`config.mk`:
```
export PLATFORM = sky130hd
export DESIGN_NAME = pcrq_front
export DESIGN_NICKNAME = d
export VERILOG_FILES = /design/src/design/pcrq_pkg.sv /design/src/design/pcrq_front.sv
export VERILOG_INCLUDE_DIRS = /design/src /design/src/design
export SDC_FILE = /design/constraint.sdc
export NUM_CORES = 1
export LEC_CHECK = 0
export ABC_AREA = 1
export BUFFER_PORTS_ARGS = -buffer_cell sky130_fd_sc_hd__buf_2
export CAP_MARGIN = 5
export CORE_ASPECT_RATIO = 1.2
export CORE_MARGIN = 2
export CORE_UTILIZATION = 45
export CTS_CLUSTER_DIAMETER = 100
export CTS_CLUSTER_SIZE = 24
export DETAILED_ROUTE_END_ITERATION = 6
export HOLD_SLACK_MARGIN = 0.08
export PLACE_DENSITY = 0.8
export RECOVER_POWER = 100
export SLEW_MARGIN = 5
export SYNTH_ARGS = -nofsm -noshare
export SYNTH_HDL_FRONTEND = slang
export SYNTH_SLANG_ARGS = --single-unit
```
`constraint.sdc`:
```
create_clock -name clk_i -period 5.15 [get_ports clk_i]
set_input_delay 0.515 -clock clk_i [delete_from_list [all_inputs] [get_ports clk_i]]
set_output_delay 0.515 -clock clk_i [all_outputs]
set_load 0.01 [all_outputs]
```
`src/design/assert_macros.svh`:
```
// ----------------------------------------------------------------------------
// Assertion macros
// Shared concurrent assertion shorthands for the requantiser RTL.
// ----------------------------------------------------------------------------
`ifndef ASSERT_MACROS_SVH
`define ASSERT_MACROS_SVH
`ifndef SYNTHESIS
// Property holds on every clock edge outside reset
`define PCRQ_ASSERT(lbl, clk, rst_n, prop, msg) \
  lbl: assert property (@(posedge clk) disable iff (!rst_n) (prop)) else $error(msg);
// Antecedent implies consequent in the same cycle
`define PCRQ_ASSERT_IMP(lbl, clk, rst_n, ante, cons, msg) \
  lbl: assert property (@(posedge clk) disable iff (!rst_n) (ante) |-> (cons)) else $error(msg);
// Antecedent implies consequent in the next cycle
`define PCRQ_ASSERT_NEXT(lbl, clk, rst_n, ante, cons, msg) \
  lbl: assert property (@(posedge clk) disable iff (!rst_n) (ante) |=> (cons)) else $error(msg);
`else
`define PCRQ_ASSERT(lbl, clk, rst_n, prop, msg)
`define PCRQ_ASSERT_IMP(lbl, clk, rst_n, ante, cons, msg)
`define PCRQ_ASSERT_NEXT(lbl, clk, rst_n, ante, cons, msg)
`endif
`endif

```
`src/design/pcrq_pkg.sv`:
```
// ----------------------------------------------------------------------------
// pcrq_pkg
// Types and constants shared by the per-channel int8 requantiser.
// ----------------------------------------------------------------------------
`default_nettype none

package pcrq_pkg;

  // Queue depths between the stages
  localparam int unsigned MID_DEPTH = 4;
  localparam int unsigned OUT_DEPTH = 8;

  // Configuration register map (index = paddr[4:2])
  typedef enum logic [2:0] {
    REG_ACT_MIN       = 3'd0,
    REG_ACT_MAX       = 3'd1,
    REG_CHANNEL_COUNT = 3'd2,
    REG_PLANE_SIZE    = 3'd3,
    REG_BATCH_COUNT   = 3'd4
  } reg_idx_e;

  typedef enum logic {
    FUNC_LOAD   = 1'b0,
    FUNC_SAMPLE = 1'b1
  } func_e;

  typedef struct packed {
    logic signed [7:0] act_min;
    logic signed [7:0] act_max;
    logic [6:0]        channel_count;
    logic [16:0]       plane_size;
    logic [15:0]       batch_count;
  } cfg_t;

  // One entry of the channel parameter table
  typedef struct packed {
    logic signed [31:0] mult;
    logic signed [31:0] bias;
    logic [4:0]         shift;
  } tab_t;

  // Work carried from the front end to the back end
  typedef struct packed {
    logic              is_load;
    tab_t              tab;
    logic signed [7:0] sample;
    logic              last_plane;
    logic              last_batch;
  } work_t;

  typedef struct packed {
    logic signed [7:0] result;
    logic              last_plane;
    logic              last_batch;
  } res_t;

endpackage

`default_nettype wire

```
`src/design/pcrq_front.sv`:
```
// ----------------------------------------------------------------------------
// pcrq_front
// Accepts requests, walks the NCHW position counters and queues the work.
// ----------------------------------------------------------------------------
`default_nettype none
`include "assert_macros.svh"

module pcrq_front #(
  parameter int unsigned MaxChannels = 64,
  localparam int unsigned ChAw = (MaxChannels > 1) ? $clog2(MaxChannels) : 1
) (
  input  logic                clk_i,
  input  logic                rst_ni,
  input  pcrq_pkg::cfg_t      cfg_i,
  input  logic                push_i,
  input  logic                func_i,
  input  logic [5:0]          channel_index_i,
  input  logic signed [31:0]  multiplier_i,
  input  logic signed [31:0]  bias_i,
  input  logic [4:0]          shift_i,
  input  logic signed [7:0]   sample_i,
  input  logic                q_full_i,
  output logic                q_push_o,
  output pcrq_pkg::work_t     q_work_o,
  output logic [ChAw-1:0]     q_addr_o
);

  logic [15:0] plane_pos_q, plane_pos_d;
  logic [5:0]  cur_ch_q, cur_ch_d;
  logic [15:0] cur_img_q, cur_img_d;

  logic [15:0] plane_last, imgs_last;
  logic [6:0]  chans_last, ch_sel;
  logic        is_sample, accept, sample_acc, load_ok;
  logic        lp, lc, li;
  logic [ChAw+6:0] ch_ext;
  logic [ChAw+5:0] idx_ext;

  assign is_sample  = (pcrq_pkg::func_e'(func_i) == pcrq_pkg::FUNC_SAMPLE);
  assign accept     = push_i & ~q_full_i;
  assign sample_acc = accept & is_sample;
  assign load_ok    = ({26'd0, channel_index_i} < 32'(MaxChannels));

  // Effective last positions: zero acts as one, oversize clamps
  always_comb begin
    if (cfg_i.plane_size == '0) begin
      plane_last = '0;
    end else if (cfg_i.plane_size[16]) begin
      plane_last = 16'hFFFF;
    end else begin
      plane_last = cfg_i.plane_size[15:0] - 16'd1;
    end
    if (cfg_i.channel_count == '0) begin
      chans_last = '0;
    end else if ({25'd0, cfg_i.channel_count} > 32'(MaxChannels)) begin
      chans_last = 7'(MaxChannels - 1);
    end else begin
      chans_last = cfg_i.channel_count - 7'd1;
    end
    imgs_last = (cfg_i.batch_count == '0) ? '0 : cfg_i.batch_count - 16'd1;
  end

  assign lp = (plane_pos_q >= plane_last);
  assign lc = ({1'b0, cur_ch_q} >= chans_last);
  assign li = (cur_img_q >= imgs_last);

  // Channel past the bound reads the last channel
  assign ch_sel  = lc ? chans_last : {1'b0, cur_ch_q};
  assign ch_ext  = {{ChAw{1'b0}}, ch_sel};
  assign idx_ext = {{ChAw{1'b0}}, channel_index_i};

  always_comb begin
    q_push_o            = accept & (is_sample | load_ok);
    q_work_o.is_load    = ~is_sample;
    q_work_o.tab.mult   = multiplier_i;
    q_work_o.tab.bias   = bias_i;
    q_work_o.tab.shift  = shift_i;
    q_work_o.sample     = sample_i;
    q_work_o.last_plane = lp;
    q_work_o.last_batch = lp & lc & li;
    q_addr_o            = is_sample ? ch_ext[ChAw-1:0] : idx_ext[ChAw-1:0];
  end

  always_comb begin
    plane_pos_d = plane_pos_q;
    cur_ch_d    = cur_ch_q;
    cur_img_d   = cur_img_q;
    if (sample_acc) begin
      if (!lp) begin
        plane_pos_d = plane_pos_q + 16'd1;
      end else begin
        plane_pos_d = '0;
        if (!lc) begin
          cur_ch_d = cur_ch_q + 6'd1;
        end else begin
          cur_ch_d  = '0;
          cur_img_d = li ? '0 : cur_img_q + 16'd1;
        end
      end
    end
  end

  always_ff @(posedge clk_i or negedge rst_ni) begin
    if (!rst_ni) begin
      plane_pos_q <= '0;
      cur_ch_q    <= '0;
      cur_img_q   <= '0;
    end else begin
      plane_pos_q <= plane_pos_d;
      cur_ch_q    <= cur_ch_d;
      cur_img_q   <= cur_img_d;
    end
  end

  `PCRQ_ASSERT_NEXT(front_plane_wrap_a, clk_i, rst_ni, sample_acc && lp, plane_pos_q == '0, "plane position did not wrap")

endmodule

`default_nettype wire

```
==> metrics.txt <==
Avg Cell Area, Syn=6.60 um^2; post-synthesis mux area share=0; Worst Path Buf+Inv=6; reg2reg start=plane_pos_q[11]; Routed WL per cell=11.4 um; number of global-route vias before repair=4223; largest family of logic cells by synthesized area=simple AND/OR/NAND/NOR gates; H-tree depth=2; detailed-route wire length=10000 um; Worst-path clk slew=0.06 ns; post-layout power=1.17 mW; Final Cycle Share=0.753; most frequent cells in the layout=202 x nand2_1, 86 x inv_1, 77 x nor2_1; final setup fails=0; Pwr Density=233 mW/mm^2; area fraction in compound gates after synthesis=0.0836; P&R area growth vs syn=-0.618%; Clock Skew=0.00568 ns; initial antenna violation count=0; port bufs=60; Antenna diodes=0; ys flop type=dfrtp_1; Seq/Total Area, Yosys=0.188; Clock Path Buffers=2; Post-synth EDFFs=0; wire length of the first global-routing pass=17500 um; slowest CP cell=nand3_1; count of final hold-check violations=0; layout net count=939; worst-case reg-to-reg path depth=9; DRC=0; worst hold path class=reg -> reg; router iterations before antenna repair=4; asr flop ratio synth=1.00; Die Width=101 um; gpl congestion=0.931; CTS root buf=clkbuf_16; hpwl dp=8170 um; crit-path most repeated cell=inv_1; actual slew at the worst max-slew pin=2.01 ns; chip height=120 um; crit path kind=in -> out; hold slack=0.536 ns; max incr delay on CP=0.35 ns; # resized after CTS=0; Peak VDD IR=0.125 mV; relative slew slack=-0.340; Fin Setup TNS=0 ns; Lkg Pwr=2.64 nW; share of layout cells above drive strength 1=0.124; Std-Cell Rows=42; hold_buf cts=0; outcome=finished, violations left; CP Capture Type=primary output; DR vias=4473; All-Layer GR Usage=0.172; commonest non-fill, non-tap cell in the layout=nand2_1; Cells after Synth=767; fin cells=881; area share of fa/ha/maj cells after synthesis=0.116; DIE AREA=0.0121 mm^2; critical path cell sequence=clkbuf_1, inv_1, ha_1, inv_1, nor2_1, inv_1, nor2_1, inv_1, o21ai_0, o21ai_0, ha_1, nand4_1, nor3_1, nand3_1, nand3_1, and3_1, clkbuf_1; Crit path max-delay family=simple AND/OR/NAND/NOR gates; Worst EP required=4.64 ns; Cell variety after synth=44; Initial Utilization=0.461; failing checks=max-capacitance violations, max-slew violations; clk sink count=38; Congestion Overflow GR=0; num ports=231; CP startpoint kind=input pin; largest net degree at the start of global routing=39; RSZ-0062 raised after global routing=no; minimum clock period=3.88 ns; XOR/XNOR Fraction of Synth Area=0.0571; Cells after DPL=873; r2r setup slk=2.47 ns; Post-Synth Simple-Gate Area=0.362; Syn. warnings=0; antenna-violating nets left=0; drt via density=5.08; Critical Path Start=cfg_i[16]; Synth Register Bits=38; max-cap violations=1; crit path to=q_work_o[0]; CTS Buf Count=5; max-slew violations=39; f_max=258 MHz; Net Count, Synth=958; Stages on worst setup path=17; CTS tree=built; WP data arrival=3.36 ns; Max FO, Critical Path=12; initial DRC count=177; Post-Synthesis Cell Area=0.00506 mm^2; worst skew pair latency=0.28 ns; Post-CTS Setup Inserts=0; core area=0.0110 mm^2; Reg2Reg Capture Point=cur_ch_q[3]
==> metal layers <==
layer | vias up | track usage | share of wire
li1 | 2355 | - | -
met5 | - | 0 | 0
met2 | 85 | 0.309 | 0.50
met1 | 1992 | 0.198 | 0.42
met4 | 0 | 0.0933 | 0.039
met3 | 41 | 0.0157 | 0.037
==> cells in the mapped netlist, types with 2 or more instances <==
cell type	instances	area, um^2
inv_1	86	323
a21oi_1	24	120
nand4_1	10	62.6
nand2_1	198	743
ha_1	47	588
nor3_1	18	90.1
nand2_2	6	37.5
o21ai_0	35	175
nor4_1	2	12.5
o21a_1	3	22.5
o31ai_1	3	22.5
dfrtp_1	38	951
buf_2	3	15.0
nand3_2	4	40.0
xor2_1	28	245
a21oi_2	2	17.5
xnor2_1	5	43.8
buf_4	80	601
nor2_2	8	50.1
nand3_1	54	270
or2_2	3	18.8
nor3_2	8	80.1
nand3b_1	5	37.5
nor2_1	77	289
==> worst min-delay path, cell delays in order (launching register included) <==
cell and delay (ns):
dfrtp_1 0.39, nand2_1 0.07, nand2_1 0.05
==> how the worst min path moves through the flow <==
| stage | slack, ns | endpoint | from | cells after the start |
|---|---|---|---|---|
| floorplan | 0.22 | cur_ch_q[0] | rst_ni | 0 |
| global placement | 0.50 | cur_ch_q[5] | cur_ch_q[5] | 2 |
| detailed placement | 0.52 | cur_ch_q[5] | cur_ch_q[5] | 2 |
| CTS | 0.37 | cur_img_q[15] | rst_ni | 1 |
| global route | 0.56 | cur_img_q[15] | cur_img_q[15] | 2 |
| finish | 0.54 | cur_img_q[15] | cur_img_q[15] | 2 |
==> flip-flops by register name (all words and copies together) (netlist names) <==
name / cells
cur_img_q: 16
plane_pos_q: 16
cur_ch_q: 6
==> power by group <==
group	total (mW)	switching, mW	internal (mW)
sequential	0.411	0.0631	0.348
combinational	0.349	0.217	0.133
clock	0.409	0.118	0.291
total	1.17	0.398	0.771
==> stage by stage <==
step | setup WS [ns] | util | area (um^2)
6_report | 1.27 | 0.458 | 5030
5_1_grt | 0.908 | 0.458 | 5030
4_1_cts | 1.34 | 0.462 | 5080
3_5_place_dp | 1.35 | 0.444 | 4880
3_3_place_gp | 1.37 | 0.444 | 4880
2_1_floorplan | 1.98 | - | 5060
==> layout make-up <==
class	instances	area [um^2]
tap	132	165
clock buffer	6	139
fill	1137	5950
timing repair buffer	60	289
inverter	88	333
multi-input combinational	555	3090
clock inverter	2	60.1
sequential	38	951
==> cell families after synthesis <==
| group | after synthesis |
|---|---|
| simple gates | 400 |
| flops | 38 |
| xor+xnor | 33 |
| compound gates | 75 |
| buf+inv | 174 |
| fa+ha+maj | 47 |
Note: power is estimated with default switching activity, not from simulation.
