--- src/design/assert_macros.svh ---
// ----------------------------------------------------------------------------
// Assertion macros
// Shared concurrent assertion shorthands for the requantiser RTL.
// ----------------------------------------------------------------------------
`ifndef ASSERT_MACROS_SVH
`define ASSERT_MACROS_SVH
`ifndef SYNTHESIS
// Property holds on every clock edge outside reset
`define PCRQ_ASSERT(lbl, clk, rst_n, prop, msg) \
  lbl: assert property (@(posedge clk) disable iff (!rst_n) (prop)) else $error(msg);
// Antecedent implies consequent in the same cycle
`define PCRQ_ASSERT_IMP(lbl, clk, rst_n, ante, cons, msg) \
  lbl: assert property (@(posedge clk) disable iff (!rst_n) (ante) |-> (cons)) else $error(msg);
// Antecedent implies consequent in the next cycle
`define PCRQ_ASSERT_NEXT(lbl, clk, rst_n, ante, cons, msg) \
  lbl: assert property (@(posedge clk) disable iff (!rst_n) (ante) |=> (cons)) else $error(msg);
`else
`define PCRQ_ASSERT(lbl, clk, rst_n, prop, msg)
`define PCRQ_ASSERT_IMP(lbl, clk, rst_n, ante, cons, msg)
`define PCRQ_ASSERT_NEXT(lbl, clk, rst_n, ante, cons, msg)
`endif
`endif

--- src/design/pcrq_fifo.sv ---
// ----------------------------------------------------------------------------
// pcrq_fifo
// Small flop-based FIFO with occupancy count.
// ----------------------------------------------------------------------------
`default_nettype none
`include "assert_macros.svh"

module pcrq_fifo #(
  parameter int unsigned Width = 8,
  parameter int unsigned Depth = 4,
  localparam int unsigned PtrW = (Depth > 1) ? $clog2(Depth) : 1,
  localparam int unsigned CntW = $clog2(Depth + 1)
) (
  input  logic             clk_i,
  input  logic             rst_ni,
  input  logic             push_i,
  input  logic [Width-1:0] data_i,
  output logic             full_o,
  input  logic             pop_i,
  output logic [Width-1:0] data_o,
  output logic             empty_o,
  output logic [CntW-1:0]  count_o
);

  logic [Width-1:0] mem_q [Depth];
  logic [PtrW-1:0]  wr_ptr_q, wr_ptr_d, rd_ptr_q, rd_ptr_d;
  logic [CntW-1:0]  count_q, count_d;
  logic             do_push, do_pop;

  assign full_o  = (count_q == CntW'(Depth));
  assign empty_o = (count_q == '0);
  assign count_o = count_q;
  assign data_o  = mem_q[rd_ptr_q];
  assign do_push = push_i & ~full_o;
  assign do_pop  = pop_i & ~empty_o;

  always_comb begin
    wr_ptr_d = wr_ptr_q;
    rd_ptr_d = rd_ptr_q;
    if (do_push) begin
      wr_ptr_d = (wr_ptr_q == PtrW'(Depth - 1)) ? '0 : wr_ptr_q + 1'b1;
    end
    if (do_pop) begin
      rd_ptr_d = (rd_ptr_q == PtrW'(Depth - 1)) ? '0 : rd_ptr_q + 1'b1;
    end
    case ({do_push, do_pop})
      2'b10:   count_d = count_q + 1'b1;
      2'b01:   count_d = count_q - 1'b1;
      default: count_d = count_q;
    endcase
  end

  always_ff @(posedge clk_i or negedge rst_ni) begin
    if (!rst_ni) begin
      wr_ptr_q <= '0;
      rd_ptr_q <= '0;
      count_q  <= '0;
    end else begin
      wr_ptr_q <= wr_ptr_d;
      rd_ptr_q <= rd_ptr_d;
      count_q  <= count_d;
    end
  end

  always_ff @(posedge clk_i) begin
    if (do_push) begin
      mem_q[wr_ptr_q] <= data_i;
    end
  end

  `PCRQ_ASSERT_IMP(fifo_no_overflow_a, clk_i, rst_ni, push_i, !full_o, "push into full fifo")
  `PCRQ_ASSERT(fifo_count_range_a, clk_i, rst_ni, count_q <= CntW'(Depth), "fifo count overrun")

endmodule

`default_nettype wire

--- config.mk ---
export PLATFORM = sky130hd
export DESIGN_NAME = pcrq_fifo
export DESIGN_NICKNAME = d
export VERILOG_FILES = /design/src/design/pcrq_fifo.sv
export VERILOG_INCLUDE_DIRS = /design/src /design/src/design
export SDC_FILE = /design/constraint.sdc
export NUM_CORES = 1
export LEC_CHECK = 0
export ABC_AREA = 1
export BUFFER_PORTS_ARGS = -buffer_cell sky130_fd_sc_hd__buf_2
export CAP_MARGIN = 30
export CORE_UTILIZATION = 58
export CTS_BUF_LIST = sky130_fd_sc_hd__clkbuf_8
export CTS_CLUSTER_SIZE = 8
export DETAILED_ROUTE_END_ITERATION = 16
export GPL_TIMING_DRIVEN = 1
export PLACE_DENSITY = 0.79
export SLEW_MARGIN = 40
export SYNTH_ARGS = -nofsm -noshare
export SYNTH_HDL_FRONTEND = slang
export SYNTH_SLANG_ARGS = --single-unit
--- constraint.sdc ---
create_clock -name clk_i -period 2.25 [get_ports clk_i]
set_input_delay 0.1125 -clock clk_i [delete_from_list [all_inputs] [get_ports clk_i]]
set_output_delay 0.1125 -clock clk_i [all_outputs]
set_load 0.03 [all_outputs]
==> results of run 1 <==
how the worst max path moves through the flow:
| stage | endpoint | slack, ps | cells after the start |
|---|---|---|---|
| after floorplan | count_o[2]$_DFFE_PN0P_ | 400 | 10 |
| after detailed placement | count_o[2]$_DFFE_PN0P_ | 420 | 10 |
| after global routing | count_o[2]$_DFFE_PN0P_ | 240 | 10 |
| final | count_o[2]$_DFFE_PN0P_ | 410 | 10 |
| after CTS | count_o[2]$_DFFE_PN0P_ | 420 | 10 |
| after global placement | count_o[2]$_DFFE_PN0P_ | 520 | 10 |
worst register-to-register path: cells and delay by family, from the launching register on:
family,cells,cell delay (ps)
adders and majority gates,2,550
buffers and inverters,2,210
and+or+nand+nor,6,600
DFF,1,390
layer usage:
layer  vias to the layer above  track usage, %  wire, um  part of all wire (%)
met4                         0           8.362        42                   1.3
li1                        569               -         -                     -
met1                       533           25.82      1368                    44
met5                         -               0         0                     0
met3                         5           7.483       128                   4.1
met2                        18           36.64      1582                    51
registers in the layout (all words and copies together), names as in the netlist:
signal / count
wr_ptr_q: 2
mem_q: 32
rd_ptr_q: 2
count_o: 3
synth_stat cells:
cell / count / area [um2]
buf_6: 5 / 56.30
dfrtp_1: 7 / 175.2
edfxtp_1: 32 / 960.9
fa_1: 1 / 20.02
ha_1: 6 / 75.07
inv_1: 32 / 120.1
nand2_1: 38 / 142.6
nand2_4: 1 / 11.26
nand3_1: 5 / 25.02
nand3_2: 2 / 20.02
nand4_1: 1 / 6.260
nor2_1: 6 / 22.52
o211ai_1: 15 / 112.6
o211ai_2: 1 / 12.51
o21ai_0: 1 / 5.000
xnor2_1: 1 / 8.760
logic make-up after synthesis:
family          after synthesis  synth area share (%)
xor+xnor                      1                0.4937
compound gates               17                 7.334
fa+ha+maj                     7                 5.360
buf+inv                      37                 9.944
simple gates                 53                 12.84
flops                        39                 64.03
metrics by stage:
stage / hold slack [ps] / cell area (um2)
final: 35.93 / 2027
after global routing: 28.20 / 2027
after CTS: 30.73 / 2027
after detailed placement: -44.83 / 1914
after global placement: -48.68 / 1914
after floorplan: -183.1 / 1774
power breakdown:
part	switching, W	leakage (nW)	internal, W
Sequential	0.000104	0.378	0.000970
Clock	0.000227	0.0554	0.000320
Combinational	0.000860	0.501	0.000389
Total	0.00119	0.934	0.00168
layout make-up:
type / count / area share (%)
Timing Repair Buffer: 30 / 8.272
Clock inverter: 2 / 1.667
Inverter: 32 / 5.926
Clock buffer: 5 / 3.395
Sequential cell: 39 / 56.05
Multi-Input combinational cell: 78 / 22.78
Tap cell: 31 / 1.914
==> reports/results.tsv, run 1 <==
metric	value	unit
Fin Setup TNS	0	ps
clock sink total	39	
Yosys cell types	16	
crit-path cells	inv_1 -> nand3_2 -> nand2_4 -> ha_1 -> inv_1 -> fa_1 -> nand2_1 -> nand3_1 -> nand2_1 -> nand2_1	
final worst setup slack	411.8	ps
Hold Path Class	in -> reg	
Register-to-Register Path Depth	10	
WL/cell	14.39	um
Static Leak	0.9344	nW
site row count	19	
final wirelength	3122	um
crit start category	flop	
Max Cap Viol	0	
most numerous cell on the critical path	nand2_1	
Crit. End Element	flop	
HP Start	data_i[1]	
# fillers	208	
Avg Inst Size Synth	11.52	um2
Inserted Clock Buffers	5	
WP data arrival	2020	ps
status	finished, violations left	
Slew Viols, Final	0	
Gate Count Post-Synth	154	
Slew HR	71.33	%
Reg area	1136	um2
via count	1125	
most frequent cells in the layout	nand2_1 (38), inv_1 (33), edfxtp_1 (32), buf_2 (24), o211ai_1 (15)	
WHS Path Cells	1	
Post-CTS Setup Bufs	0	
share of cells above drive strength 1	20.97	%
Multi-input gate area	461.7	um2
clk slew on worst S/H paths	70	ps
CTS root buf	clkbuf_8	
CTS tree	built	
pwr dens	1417	nW/um2
vias in the first global route	1126	
Setup crit start	count_o[1]$_DFFE_PN0P_	
final non-filler cell total	217	
Setup CP Type	reg -> reg	
initial antenna violation count	0	
peak supply drop	0.7663	mV
NumNets Final	205	
unrepaired setup endpoints after global routing	no	
number of gates resized after cts	0	
hold endpoint	mem_q[2][1]$_DFFE_PP_	
placed cells	209	
post-synth net total	173	
wire length of the first global-routing pass	5037	um
number of synthesis warnings	0	
Yosys reg bits	39	
FF-to-FF End	count_o[2]$_DFFE_PN0P_	
boundary pin count	25	
DP HPWL	2109	um
buffers from clock root to sink, at most	2	
pin count of the biggest net entering global routing	36	
pre-CTS setup slack	423.4	ps
fin crit share	81.70	%
CTS Hold Buffers Added	1	
reg2reg start	count_o[1]$_DFFE_PN0P_	
sequential area share after synthesis	64.03	%
CP bufs+invs	2	
total iterations of the first detailed-routing run	10	
H-tree level count	2	
total gr overflow	0	
Post-DRT Antenna Nets	0	
Synth-to-Final Area Change	14.25	%
Largest stage delay, worst path	390	ps
port buffer count	24	
total power	0.002871	W
drt via density	5.184	
Slew @ Worst Pin	430.0	ps
FMAX	0.5440	GHz
1st-iter DRT viols	37	
Cell Area, Synth	1774	um2
Worst path top cell family by delay	simple AND/OR/NAND/NOR gates	
clk_skew	5.563	ps
Initial Util	62.72	%
Antenna Cells	0	
failing checks	DRC	
DRC errors left	1	
Die Height	57.31	um
Die Width	57.31	um
full die area	3284	um2
crit path max fanout	7	
commonest non-fill, non-tap cell in the layout	nand2_1	
register-to-register setup slack	410	ps
insertion delay to the later sink of the worst-skew pair	290	ps
GRT Total Usage	21.73	%
Final Hold Fails	0	
gp weighted congestion	0.7746	
fin util	71.65	%
WP data required	2440	ps
Setup Viol. Count Final	0	
Core ar.	2829	um2
Min Clock Period, post-route	1838	ps
Max stage delay cell, worst path	dfrtp_1	
Note: power is estimated with default switching activity, not from simulation.
==> run 2: changes to the inputs <==
Settings changed: CORE_UTILIZATION 58 to 53, PLACE_DENSITY 0.79 to 0.76.
Clock period 2.25 ns to 1.59 ns, I/O delays scaled along.
==> run 2 against run 1 <==
Against the previous run:
- the flow finishes with violations (setup timing)
- clock skew increased by 2.3 ps
- fmax grew 7.4%
- flip-flop and latch count unchanged
- sequential power grew 44%
- clock power rose by 75%
- first-iteration DRC count fell by 32%
- clock-buffer cell count unchanged
- highest routed layer unchanged
==> reports/results.tsv, run 2 (synthesis results as in run 1) <==
metric	value	unit	change
share of cells above drive strength 1	35.47	%	+15 points
Inserted Clock Buffers	5		unchanged
clk_skew	7.870	ps	+2.307 ps
WL/cell	14.58	um	+1.3%
Hold Path Class	in -> reg		
sequential power share	32.0	%	-5.4 points
boundary pin count	25		unchanged
Clk network pwr share	19.9	%	+0.8 points
Crit. End Element	flop		
total iterations of the first detailed-routing run	4		-6
failing checks	setup timing		
CTS root buf	clkbuf_8		
total gr overflow	0		unchanged
WP data required	1770	ps	-670 ps
wire length of the first global-routing pass	5437	um	+7.9%
Post-DP Area	2007	um2	+4.8%
NumNets Final	221		+7.8%
Reg area	1140	um2	+0.33%
Slew HR	82.95	%	+12 points
most frequent cells in the layout	nand2_1 (35), edfxtp_1 (32), inv_1 (27), buf_2 (24), o211ai_1 (15)		
routed wl met3	162	um	+27%
max reg flops	32		unchanged
CTS tree	built		
internal power	0.002878	W	+71%
max layer used	met4		
clock sink total	39		unchanged
initial antenna violation count	0		unchanged
Final Hold Fails	0		unchanged
drt via density	4.895		-5.6%
Post-DRT Antenna Nets	0		unchanged
Synth-to-Final Area Change	30.54	%	
Setup CP Type	reg -> reg		
insertion delay to the later sink of the worst-skew pair	290	ps	about the same
GRT Total Usage	22.00	%	+0.27 points
gp weighted congestion	0.8021		+3.6%
register-to-register setup slack	-120	ps	-530 ps
final non-filler cell total	247		+14%
port buffer count	24		unchanged
status	finished, violations left		
full die area	3583	um2	+9.1%
pwr dens	2079	nW/um2	+47%
# fillers	221		+6.3%
1st-iter DRT viols	25		-32%
met2 WL	1999	um	+26%
fin util	74.64	%	+3.0 points
H-tree level count	2		unchanged
M1 wire length	1411	um	+3.1%
fin crit share	107.6	%	+26 points
placed cells	225		+7.7%
FF-to-FF End	count_o[2]$_DFFE_PN0P_		
site row count	20		+1
DRC errors left	0		-1
Static Leak	1.033	nW	+11%
Largest Register	mem_q		
WP data arrival	1890	ps	-130 ps
peak supply drop	1.384	mV	+81%
final worst setup slack	-121.3	ps	-533.1 ps
Multi-input gate area	523.0	um2	+13%
final wirelength	3601	um	+15%
unrepaired setup endpoints after global routing	yes		
combinational share of power	48.1	%	+4.6 points
worst setup path endpoint	count_o[2]$_DFFE_PN0P_		
Die Height	59.86	um	+4.5%
Die Width	59.86	um	+4.5%
Min Clock Period, post-route	1711	ps	-126.9 ps
reg2reg start	count_o[1]$_DFFE_PN0P_		
final instance area	2316	um2	+14%
commonest non-fill, non-tap cell in the layout	nand2_1		
switching power total	0.001936	W	+62%
Slew Viols, Final	0		unchanged
FMAX	0.5844	GHz	+7.4%
pin count of the biggest net entering global routing	36		unchanged
via count	1209		+7.5%
Core ar.	3103	um2	+9.7%
total power	0.004815	W	+68%
buffers from clock root to sink, at most	2		unchanged
Max Cap Viol	0		unchanged
switching part of the total	40.22	%	-1.3 points
DP HPWL	2141	um	+1.5%
Initial Util	57.18	%	-5.5 points
clk slew on worst S/H paths	70	ps	about the same
Slew @ Worst Pin	255.8	ps	-174.2 ps
Setup Viol. Count Final	2		+2
Fin Hold WS	3.451	ps	-32.48 ps
Setup crit start	count_o[1]$_DFFE_PN0P_		
crit path max fanout	3		-4
vias in the first global route	1187		+5.4%
Register-to-Register Path Depth	10		unchanged
crit start category	flop		
Antenna Cells	0		unchanged
## run 2: cell type report
class,instances,share of cell area (%)
sequential,39,49.22
clock inverter,3,2.755
clock buffer,5,2.971
timing repair buffer,46,14.59
tap,44,2.377
inverter,32,5.511
multi-input combinational,78,22.58
## run 2: worst min-delay path by stage
stage	from	endpoint	slack, ps	cells past startpoint
2_1_floorplan	rst_ni	count_o[0]$_DFFE_PN0P_	-220	0
5_1_grt	data_i[2]	mem_q[1][2]$_DFFE_PP_	3	1
6_report	data_i[3]	mem_q[0][3]$_DFFE_PP_	3	1
3_5_place_dp	rst_ni	wr_ptr_q[1]$_DFFE_PN0P_	-70	1
4_1_cts	data_i[1]	mem_q[1][1]$_DFFE_PP_	3	1
3_3_place_gp	rst_ni	wr_ptr_q[0]$_DFFE_PN0P_	-80	1
## run 2: repair_timing
item                                    in CTS  in global routing
resized for setup                            2                 13
endpoints found under the setup margin       2                 10
cloned                                       0                  0
buffers inserted                             8                  1
hold buffers                                 2                  3
pin swaps                                    3                  3
hold endpoints to repair                    11                 12
## run 2: metal layers
metal | vias to the layer above | global-route usage, %
met5 | - | 0
met4 | 0 | 7.309
met3 | 4 | 6.926
met2 | 29 | 40.00
met1 | 572 | 24.09
li1 | 604 | -
## run 2: worst max-delay path: stages, from the launching register on
cell,delay [ps]
dfrtp_2,440
inv_4,90
nand3_4,90
nand2_4,90
ha_4,150
inv_4,40
fa_2,350
inv_1,90
nand2_2,70
nand4_1,100
nand2_1,80
## run 2: stage by stage
| stage | TNS [ps] | worst slack, ps |
|---|---|---|
| 2_1_floorplan | -85.08 | -45.05 |
| 3_3_place_gp | 0 | 28.28 |
| 3_5_place_dp | -64.65 | -58.14 |
| 4_1_cts | -33.71 | -27.62 |
| 5_1_grt | -501.9 | -153.8 |
| 6_report | -147.5 | -121.3 |
## run 2: power groups by stage
| stage | logic, W | clock network (W) | registers, W |
|---|---|---|---|
| floorplan | 0.00142 | 0 | 0.00160 |
| global placement | 0.00189 | 0 | 0.00154 |
| detailed placement | 0.00196 | 0 | 0.00156 |
| CTS | 0.00220 | 0.000963 | 0.00153 |
| global route | 0.00253 | 0.00102 | 0.00156 |
| finish | 0.00232 | 0.000958 | 0.00154 |
==> run 3: changes to the inputs <==
==> constraint.sdc (replaced) <==
create_clock -name clk_i -period 1.59 [get_ports clk_i]
set_input_delay 0.0795 -clock clk_i [delete_from_list [all_inputs] [get_ports clk_i]]
set_output_delay 0.0795 -clock clk_i [all_outputs]
set_load 0.02 [all_outputs]
==> run 3 against run 2 <==
Against the previous run:
- the run still ends with setup timing left
- routed wire length shrank 9.3%
- critical path depth grew 1
- cell count grew 0.40%
- global-route usage shrank 1.6 points
- fmax grew 6.5%
- largest power group unchanged
- flip-flop and latch count is the same
==> reports/results.tsv, run 3 (synthesis results as in run 1) <==
metric	value	unit	change
most frequent cells in the layout	nand2_1 (35), edfxtp_1 (32), inv_1 (25), buf_2 (24)		
DP HPWL	2181	um	+1.9%
WP data required	1770	ps	about the same
internal power	0.002637	W	-8.4%
CTS root buf	clkbuf_8		
fin crit share	101.1	%	-6.6 points
Static Leak	1.013	nW	-1.9%
clk_skew	7.335	ps	-0.5356 ps
NumNets Final	222		+0.45%
combinational share of power	45.8	%	-2.3 points
failing checks	setup timing		
total iterations of the first detailed-routing run	4		unchanged
crit path max fanout	4		+1
Largest Register	mem_q		
Reg area	1140	um2	unchanged
insertion delay to the later sink of the worst-skew pair	290	ps	about the same
Worst path top cell family by delay	adder cells		
Die Width	59.86	um	unchanged
crit-path cells	inv_2 -> nand3_4 -> nand2_4 -> inv_2 -> ha_4 -> inv_4 -> fa_2 -> nand2_2 -> nand3_2 -> nand2_1 -> nand2_1		
Synth-to-Final Area Change	27.50	%	
final wirelength	3267	um	-9.3%
Max stage delay cell, worst path	dfrtp_2		
sequential power share	35.3	%	+3.3 points
initial antenna violation count	0		unchanged
pwr dens	1913	nW/um2	-8.0%
site row count	20		unchanged
vias in the first global route	1187		unchanged
Antenna Cells	0		unchanged
share of cells above drive strength 1	33.82	%	-1.6 points
switching power total	0.001691	W	-13%
switching part of the total	39.07	%	-1.1 points
Slew @ Worst Pin	291.2	ps	+35.37 ps
# fillers	220		-0.45%
total gr overflow	0		unchanged
Largest stage delay, worst path	400	ps	-40 ps
Min Clock Period, post-route	1607	ps	-104.4 ps
wire length of the first global-routing pass	5030	um	-7.5%
CTS tree	built		
Fin Hold WS	12.20	ps	+8.745 ps
clk slew on worst S/H paths	70	ps	about the same
Setup CP Type	reg -> reg		
full die area	3583	um2	unchanged
Die Height	59.86	um	unchanged
Setup Viol. Count Final	2		unchanged
Hold Path Class	in -> reg		
Clk network pwr share	18.9	%	-1.0 points
Initial Util	57.18	%	unchanged
Post-DP Area	1994	um2	-0.62%
Core ar.	3103	um2	unchanged
max reg flops	32		unchanged
FMAX	0.6223	GHz	+6.5%
Slew HR	80.59	%	-2.4 points
final instance area	2262	um2	-2.3%
WP data arrival	1790	ps	-100 ps
WL/cell	13.17	um	-9.6%
Inserted Clock Buffers	5		unchanged
1st-iter DRT viols	44		+76%
Multi-input gate area	513.0	um2	-1.9%
port buffer count	24		unchanged
fin util	72.90	%	-1.7 points
buffers from clock root to sink, at most	2		unchanged
Post-DRT Antenna Nets	0		unchanged
gp weighted congestion	0.7737		-3.5%
Max Cap Viol	0		unchanged
peak supply drop	1.166	mV	-16%
pin count of the biggest net entering global routing	21		-42%
commonest non-fill, non-tap cell in the layout	nand2_1		
status	finished, violations left		
CP bufs+invs	3		unchanged
drt via density	4.815		-1.6%
H-tree level count	2		unchanged
GRT Total Usage	20.36	%	-1.6 points
final worst setup slack	-16.95	ps	+104.4 ps
total power	0.004328	W	-10%
clock sink total	39		unchanged
Slew Viols, Final	0		unchanged
crit start category	flop		
via count	1194		-1.2%
DRC errors left	0		unchanged
Crit. End Element	flop		
boundary pin count	25		unchanged
Final Hold Fails	0		unchanged
unrepaired setup endpoints after global routing	yes		
## run 3: cell types whose count changed in the layout (fill, tap and decap cells not counted)
cell	before	now
buf_4	11	15
nor2_1	2	6
nor2_2	4	0
buf_6	4	1
buf_12	2	0
dlygate4sd3_1	5	7
inv_1	27	25
bufinv_16	2	1
clkinv_2	0	1
clkinv_4	0	1
inv_2	3	4
## run 3: power groups by stage
stage	Combinational, W	Sequential [W]	Clock, W
after CTS	0.00189	0.00153	0.000830
final	0.00198	0.00153	0.000816
after detailed placement	0.00176	0.00156	0
after global routing	0.00221	0.00155	0.000881
after floorplan	0.00129	0.00157	0
after global placement	0.00168	0.00154	0
## run 3: worst register-to-register path, stage by stage, from the launching register on
cell     delay (ps)
dfrtp_2         400
inv_2            60
nand3_4          90
nand2_4          60
inv_2            60
ha_4            150
inv_4            40
fa_2            370
nand2_2          90
nand3_2          60
nand2_1          60
nand2_1          50
## run 3: worst paths after layout
check | from | to | slack, ps | cells after the start
worst max-delay path | count_o[2]$_DFFE_PN0P_ | count_o[2]$_DFFE_PN0P_ | -20 | 11
max in group asynchronous | rst_ni | count_o[2]$_DFFE_PN0P_ | 1260 | 2
min in group asynchronous | rst_ni | count_o[1]$_DFFE_PN0P_ | 150 | 2
worst max register to register | count_o[2]$_DFFE_PN0P_ | count_o[2]$_DFFE_PN0P_ | -20 | 11
worst min-delay path | data_i[1] | mem_q[1][1]$_DFFE_PP_ | 10 | 1
worst min register to register | count_o[1]$_DFFE_PN0P_ | count_o[1]$_DFFE_PN0P_ | 550 | 2
## run 3: area by class of cell
cell class | instances | area share (%)
tap | 44 | 2.434
multi-input combinational | 78 | 22.68
sequential | 39 | 50.39
clock buffer | 5 | 3.042
timing repair buffer | 47 | 13.88
inverter | 32 | 5.642
clock inverter | 3 | 1.936
## run 3: repair_timing
item | in CTS | in global routing
setup endpoints to repair | 2 | 10
gates resized for setup | 3 | 7
buffers inserted | 5 | 3
hold buffers | 6 | 1
pin swaps | 2 | 6
endpoints found under the hold margin | 24 | 1
## run 3: layer usage
metal	wire length, um	part of all wire [%]	GRT usage, %	vias to the layer above
li1	-	-	-	605
met1	1295	40	21.30	552
met2	1749	54	36.83	33
met3	200	6.1	7.359	4
met4	23	0.70	7.973	0
met5	0	0	0	-
## run 3: stage by stage
step | setup TNS (ps) | cells | worst slack (ps)
2_1_floorplan | -18.63 | 154 | -11.21
3_3_place_gp | 0 | 225 | 29.45
3_5_place_dp | -49.87 | 225 | -31.42
4_1_cts | 0 | 244 | 2.561
5_1_grt | -192.2 | 248 | -121.6
6_report | -21.71 | 248 | -16.95
